File: config.mk
export PLATFORM = sky130hd
export DESIGN_NAME = timed_ip_ban_table
export DESIGN_NICKNAME = d
export VERILOG_FILES = /design/src/rtl/ibt_pkg.sv /design/src/rtl/timed_ip_ban_table.sv /design/src/rtl/ibt_cell.sv
export SDC_FILE = /design/constraint.sdc
export NUM_CORES = 2
export LEC_CHECK = 0
export CORE_ASPECT_RATIO = 1.75
export CORE_MARGIN = 2
export CORE_UTILIZATION = 40
export CTS_CLUSTER_DIAMETER = 150
export CTS_CLUSTER_SIZE = 12
export DETAILED_ROUTE_END_ITERATION = 16
export DONT_BUFFER_PORTS = 1
export SLEW_MARGIN = 20
export SYNTH_ARGS = -nofsm -noshare
export SYNTH_HDL_FRONTEND = slang
export SYNTH_SLANG_ARGS = --single-unit
File: constraint.sdc
create_clock -name clk_i -period 5.5 [get_ports clk_i]
set_input_delay 0.55 -clock clk_i [delete_from_list [all_inputs] [get_ports clk_i]]
set_output_delay 0.55 -clock clk_i [all_outputs]
set_load 0.01 [all_outputs]
File: src/rtl/ibt_pkg.sv
// ----------------------------------------------------------------------------
// ibt_pkg: shared types for the timed IPv4 ban table
// Request and response payloads, the per-cell broadcast request, the
// neighbor-to-neighbor chain signals and the control states.
// ----------------------------------------------------------------------------
package ibt_pkg;

  // Slot count of the table (one cell per slot)
  localparam int unsigned TableEntries = 16;

  localparam logic [31:0] ExpiryMax = 32'hFFFF_FFFF;

  typedef enum logic [1:0] {
    MODE_ADD    = 2'd0,
    MODE_REMOVE = 2'd1,
    MODE_LOOKUP = 2'd2,
    MODE_CLEAR  = 2'd3
  } mode_e;

  typedef enum logic [1:0] {
    ST_IDLE,
    ST_EVAL,
    ST_COMMIT
  } ctl_state_e;

  // Incoming request payload
  typedef struct packed {
    logic [1:0]  mode;
    logic [31:0] ip_address;
    logic        is_wildcard;
    logic [31:0] duration_ms;
    logic [31:0] now_ms;
  } in_req_t;

  // Result payload
  typedef struct packed {
    logic hit;
    logic status;
  } out_rsp_t;

  // Request as broadcast to every cell
  typedef struct packed {
    mode_e       mode;
    logic [31:0] addr;      // zero for a wildcard key
    logic        wild;
    logic [31:0] now_ms;
    logic [31:0] expiry;    // saturated now + duration, zero = permanent
  } cell_req_t;

  // Flags handed from one cell to the next (OR of everything upstream)
  typedef struct packed {
    logic found;   // a live entry with an equal key
    logic free;    // a slot that is not live
    logic hit;     // a lookup match
  } chain_t;

endpackage

File: src/rtl/timed_ip_ban_table.sv
// ----------------------------------------------------------------------------
// timed_ip_ban_table: IPv4 ban table with per-entry expiry
// A row of slot cells with lowest-index priority carried cell to cell.
// Add refreshes or inserts, remove deletes, lookup checks, clear empties.
// ----------------------------------------------------------------------------
//
//  channel | direction | handshake                 | payload
//  --------+-----------+---------------------------+---------------------------
//  in      | input     | in_valid_i / in_ready_o   | in_req_i  (ibt_pkg::in_req_t)
//  out     | output    | out_valid_o / out_ready_i | out_rsp_o (ibt_pkg::out_rsp_t)
//
//  Steps: the accepting edge captures the request, ST_EVAL evaluates in every
//    cell, ST_COMMIT commits through the cell chain; in_ready_o is high only in
//    ST_IDLE, so a new request is taken only after the last one has committed.
//  What each cell commits is set by the priority chain that runs through all cells.
//  Reset empties the table at once; no clearing pass.
//  A result waiting on out_ready_i does not block the next request's
//  acceptance and evaluation; only its commit waits for the output register.
// ----------------------------------------------------------------------------
module timed_ip_ban_table (
  input  logic              clk_i,
  input  logic              rst_ni,
  input  logic              in_valid_i,
  output logic              in_ready_o,
  input  ibt_pkg::in_req_t  in_req_i,
  output logic              out_valid_o,
  input  logic              out_ready_i,
  output ibt_pkg::out_rsp_t out_rsp_o
);

  localparam int unsigned N = ibt_pkg::TableEntries;

  ibt_pkg::ctl_state_e state_q, state_d;
  ibt_pkg::in_req_t    req_q;
  ibt_pkg::cell_req_t  cell_req;
  ibt_pkg::out_rsp_t   rsp_q, rsp_d;
  logic                out_valid_q, out_valid_d;
  logic                accept;
  logic                eval;
  logic                commit;
  logic [32:0]         exp_sum;

  ibt_pkg::chain_t     chain_s [N+1];
  logic [N-1:0]        valid_vec;
  logic                found_all;

  assign accept     = in_valid_i && in_ready_o;
  assign in_ready_o = (state_q == ibt_pkg::ST_IDLE);

  // captured request; stays put until the commit
  always_ff @(posedge clk_i) begin
    if (accept) begin
      req_q <= in_req_i;
    end
  end

  // saturating expiry: now + duration, zero duration means permanent
  assign exp_sum = {1'b0, req_q.now_ms} + {1'b0, req_q.duration_ms};

  always_comb begin
    cell_req.mode   = ibt_pkg::mode_e'(req_q.mode);
    cell_req.wild   = req_q.is_wildcard;
    cell_req.addr   = req_q.is_wildcard ? '0 : req_q.ip_address;
    cell_req.now_ms = req_q.now_ms;
    if (req_q.duration_ms == '0) begin
      cell_req.expiry = '0;
    end else if (exp_sum[32]) begin
      cell_req.expiry = ibt_pkg::ExpiryMax;
    end else begin
      cell_req.expiry = exp_sum[31:0];
    end
  end

  // cell row, slot 0 has top priority
  assign chain_s[0] = '0;

  for (genvar i = 0; i < N; i++) begin : g_cell
    ibt_cell u_cell (
      .clk_i       (clk_i),
      .rst_ni      (rst_ni),
      .req_i       (cell_req),
      .eval_i      (eval),
      .commit_i    (commit),
      .chain_i     (chain_s[i]),
      .found_all_i (found_all),
      .chain_o     (chain_s[i+1]),
      .valid_o     (valid_vec[i])
    );
  end

  assign found_all = chain_s[N].found;

  // control
  always_ff @(posedge clk_i or negedge rst_ni) begin
    if (!rst_ni) begin
      state_q     <= ibt_pkg::ST_IDLE;
      out_valid_q <= 1'b0;
    end else begin
      state_q     <= state_d;
      out_valid_q <= out_valid_d;
    end
  end

  always_ff @(posedge clk_i) begin
    rsp_q <= rsp_d;
  end

  always_comb begin
    state_d     = state_q;
    eval        = 1'b0;
    commit      = 1'b0;
    out_valid_d = out_valid_q && !out_ready_i;
    rsp_d       = rsp_q;
    unique case (state_q)
      ibt_pkg::ST_IDLE: begin
        if (accept) begin
          state_d = ibt_pkg::ST_EVAL;
        end
      end
      ibt_pkg::ST_EVAL: begin
        eval    = 1'b1;
        state_d = ibt_pkg::ST_COMMIT;
      end
      ibt_pkg::ST_COMMIT: begin
        // hold the commit until the output register is free
        if (!out_valid_q || out_ready_i) begin
          commit       = 1'b1;
          out_valid_d  = 1'b1;
          rsp_d.hit    = (cell_req.mode == ibt_pkg::MODE_LOOKUP) && chain_s[N].hit;
          rsp_d.status = (cell_req.mode == ibt_pkg::MODE_ADD) && !found_all &&
                         !chain_s[N].free;
          state_d      = ibt_pkg::ST_IDLE;
        end
      end
      default: begin
        state_d = ibt_pkg::ST_IDLE;
      end
    endcase
  end

  assign out_valid_o = out_valid_q;
  assign out_rsp_o   = rsp_q;

  // checks
  a_accept_eval: assert property (@(posedge clk_i) disable iff (!rst_ni)
    accept |=> (state_q == ibt_pkg::ST_EVAL))
    else $error("accepted request did not move to evaluation");

  a_eval_commit: assert property (@(posedge clk_i) disable iff (!rst_ni)
    (state_q == ibt_pkg::ST_EVAL) |=> (state_q == ibt_pkg::ST_COMMIT))
    else $error("evaluation not followed by commit state");

  a_clear_empties: assert property (@(posedge clk_i) disable iff (!rst_ni)
    (commit && (cell_req.mode == ibt_pkg::MODE_CLEAR)) |=> (valid_vec == '0))
    else $error("table not empty after clear");

  a_add_stores: assert property (@(posedge clk_i) disable iff (!rst_ni)
    (commit && (cell_req.mode == ibt_pkg::MODE_ADD) && !rsp_d.status) |=> (|valid_vec))
    else $error("successful add left table empty");

  a_hit_status: assert property (@(posedge clk_i) disable iff (!rst_ni)
    out_valid_o |-> !(out_rsp_o.hit && out_rsp_o.status))
    else $error("hit and full reported together");

endmodule

File: src/rtl/ibt_cell.sv
// ----------------------------------------------------------------------------
// ibt_cell: one slot of the ban table
// Holds one key and expiry. Evaluates the broadcast request, then takes the
// upstream chain flags, adds its own and hands them to the next cell.
// ----------------------------------------------------------------------------
module ibt_cell (
  input  logic              clk_i,
  input  logic              rst_ni,
  input  ibt_pkg::cell_req_t req_i,
  input  logic              eval_i,
  input  logic              commit_i,
  input  ibt_pkg::chain_t   chain_i,
  input  logic              found_all_i,
  output ibt_pkg::chain_t   chain_o,
  output logic              valid_o
);

  logic        valid_q;
  logic [31:0] addr_q;
  logic        wild_q;
  logic [31:0] expiry_q;

  logic        live_q;
  logic        eq_q;
  logic        live;
  logic        eq;

  assign live = valid_q && ((expiry_q == '0) || (expiry_q >= req_i.now_ms));
  assign eq   = (wild_q || req_i.wild) ? (wild_q && req_i.wild)
                                       : (addr_q == req_i.addr);

  // evaluation flags, sampled in ST_EVAL and held for the commit
  always_ff @(posedge clk_i) begin
    if (eval_i) begin
      live_q <= live;
      eq_q   <= eq;
    end
  end

  assign chain_o.found = chain_i.found || (live_q && eq_q);
  assign chain_o.free  = chain_i.free || !live_q;
  assign chain_o.hit   = chain_i.hit || (live_q && (wild_q || eq_q));

  always_ff @(posedge clk_i or negedge rst_ni) begin
    if (!rst_ni) begin
      valid_q <= 1'b0;
    end else if (commit_i) begin
      case (req_i.mode)
        ibt_pkg::MODE_ADD: begin
          if (!found_all_i && !live_q && !chain_i.free) begin
            valid_q <= 1'b1;
          end
        end
        ibt_pkg::MODE_REMOVE: begin
          if (valid_q && eq_q) begin
            valid_q <= 1'b0;
          end
        end
        ibt_pkg::MODE_CLEAR: begin
          valid_q <= 1'b0;
        end
        default: begin
        end
      endcase
    end
  end

  // key and expiry, written only by an add
  always_ff @(posedge clk_i) begin
    if (commit_i && (req_i.mode == ibt_pkg::MODE_ADD)) begin
      if (live_q && eq_q && !chain_i.found) begin
        expiry_q <= req_i.expiry;
      end else if (!found_all_i && !live_q && !chain_i.free) begin
        addr_q   <= req_i.addr;
        wild_q   <= req_i.wild;
        expiry_q <= req_i.expiry;
      end
    end
  end

  assign valid_o = valid_q;

endmodule

==> out/qor.yml <==
status: "complete, no violations"
layout_min_cycle_time_ns: 3.96
clock.fmax_ghz: 0.253
p_leak_nw: 23.1
synth.largest_area_cell: "edfxtp_1"
grt-ovfl-total: 0
drc: 0
hp-class: "in -> reg"
nets: 4921
fillers: 12500
arrival_ns: 4.31
clkTransAtPathRegs_ns: 0.06
synth_ff_type: "edfxtp_1"
dp_hpwl_um: 117000
grt_max_degree: 53
clk_latency_ns: 0.74
first_pass_iters: 6
sequential_cell_area_um2: 35700
multiInputGateArea_um2: 21100
start_kind: "flop"
synth_cells: 4012
yosys_warnings: 0
setup_slack_ns: 1.54
synth_nets: 4660
synth-seq-cells: 1192
crit_path_max_fanout: 32
cts.htree.levels: 3
vdd_ir_drop_max_v: 0.000426
setup_viol: 0
powerDensity_nw_per_um2: 345
num_rows: 183
maxCapViolCount: 0
routed_wl_um: 160000
tightest_slew_ns: 1.09
slew_violations: 0
r2r_cells: 9
place_congestion: 0.902
finalHoldViolCount: 0
first_iter_violations: 2615
dp_slack_ns: 1.58
drt-vias-per-instance: 5.69
cts_tree: "built"
track_usage_pct: 21.7
synth.top_cell.area_share_pct: 61.5
num_vias: 35200
io_pins: 107
cp-end-kind: "flop"
grt_pass1_wl_um: 235000
portBuffers: 0
crit_type: "reg -> reg"
cts_buffers: 109
holdPathStages: 2
wl_per_cell_um: 25.9
die-area_um2: 146000
layout.cells.non_filler: 6190
cts_hold_buf: 102
drive_gt1_share_pct: 8.19
yosys-top-cells-area: "edfxtp_1, ha_1, xnor2_1"
clock-sinks: 1192
synth_cell_types: 77
clockRootBuffer: "clkbuf_16"
core_um2: 142000
slew_headroom_pct: 27.2
dp.cells: 5907
syn_area_um2: 57200
die_h_um: 504
cts_setup_buffers: 0
async_flop_share_pct: 1.59
antenna_found_initial: 4
fp.dieW_um: 290
rsz0062_at_grt: "false"
synth_edf_count: 1173
period_share_pct: 72.0
synthToLayoutAreaGrowth_pct: 13.2
postRouteAntennaNets: 0
yosysSeqAreaShare_pct: 62.4
skew_ns: 0.0393
first_global_vias: 36000
synthTopCellsByCount: "edfxtp_1, ha_1, xnor2_1"
syn_area_per_cell_um2: 14.3
initial_utilization_pct: 40.3
post_cts_resized: 0
clockBufferDepth: 3
yosysMostFrequentCell: "edfxtp_1"
cp_data_required_time_ns: 5.85
[per-stage QoR]
step	util [%]	total power [mW]	hold WS, ns	setup TNS (ns)	cell area [um2]
after floorplan	-	13.6	0.254	-5.97	57200
after global placement	42.6	15.5	0.261	0	60600
after detailed placement	42.6	15.6	0.262	0	60600
after CTS	45.5	22.6	0.0328	0	64700
after global routing	45.6	23.2	0.0716	0	64800
final	45.6	22.4	0.0719	0	64800
[cells in the final DEF (no fill, tap or decap), drive strengths merged, types with 124 or more instances in the layout]
master,Yosys,layout
nor4,190,190
clkbuf,53,168
inv,120,124
edfxtp,1173,1173
a21oi,206,206
buf,42,144
o21ai,146,146
a21o,155,155
nand4,198,198
xor2,193,193
xnor2,293,293
ha,544,544
[layout make-up]
class / instances / share of cell area, %
Inverter: 120 / 0.695
Multi-Input combinational cell: 2605 / 32.5
Tap cell: 1850 / 3.57
Timing Repair Buffer: 245 / 3.36
Clock buffer: 168 / 4.58
Sequential cell: 1192 / 55.1
Clock inverter: 7 / 0.168
Antenna cell: 3 / 0.0116
[worst paths after layout]
path,start,slack [ns],endpoint
min reg2reg,g_cell[5].u_cell.valid_o$_DFFE_PN0P_,0.51,g_cell[5].u_cell.valid_o$_DFFE_PN0P_
max reg2reg,g_cell[0].u_cell.live_q$_DFFE_PN_,1.54,g_cell[9].u_cell.expiry_q[0]$_DFFE_PP_
min in group asynchronous,rst_ni,0.36,g_cell[13].u_cell.valid_o$_DFFE_PN0P_
min,out_ready_i,0.07,out_valid_o$_DFF_PN0_
max in group asynchronous,rst_ni,4.93,out_valid_o$_DFF_PN0_
max,g_cell[0].u_cell.live_q$_DFFE_PN_,1.54,g_cell[9].u_cell.expiry_q[0]$_DFFE_PP_
[layer usage]
metal,global-route usage [%],wire (um),share of wire (%),vias up
met4,11.5,8940,5.6,2
met3,2.31,6690,4.2,392
met1,23.2,58000,36,17600
met2,41.5,86600,54,1042
li1,-,-,-,16200
met5,0,11,0.0069,-
[power by group]
| group | switching [mW] | total (mW) | internal (mW) |
|---|---|---|---|
| Clock | 3.28 | 6.97 | 3.69 |
| Sequential | 0.266 | 11.1 | 10.8 |
| Combinational | 2.95 | 4.31 | 1.36 |
| Total | 6.50 | 22.4 | 15.9 |
[cell families after synthesis]
| logic type | count (synthesis) | synth area share (%) |
|---|---|---|
| xor+xnor | 486 | 7.44 |
| fa+ha+maj | 545 | 11.9 |
| buf+inv | 215 | 1.51 |
| flops | 1192 | 62.4 |
| compound gates | 754 | 8.63 |
| simple gates | 820 | 8.14 |
[sequential cells by signal (all words and copies together), names as in the netlist]
register,count
g_cell.u_cell.addr_q,512
g_cell.u_cell.eq_q,16
out_valid_o,1
out_rsp_o,2
g_cell.u_cell.wild_q,16
g_cell.u_cell.live_q,16
g_cell.u_cell.expiry_q,512
state_q,2
req_q,64
g_cell.u_cell.valid_o,16
cell_req,35
[worst max-delay path, cell delays in order (launching register included)]
cell and delay, ns:
edfxtp_1 0.53, a222oi_1 0.48, a21boi_2 0.31, nand2_1 0.10, a211o_1 0.31, a21oi_4 0.40, nand3_2 0.37, or3_1 0.48
o21ai_2 0.09, buf_4 0.43
No activity file was read; power rests on OpenSTA's default activity.
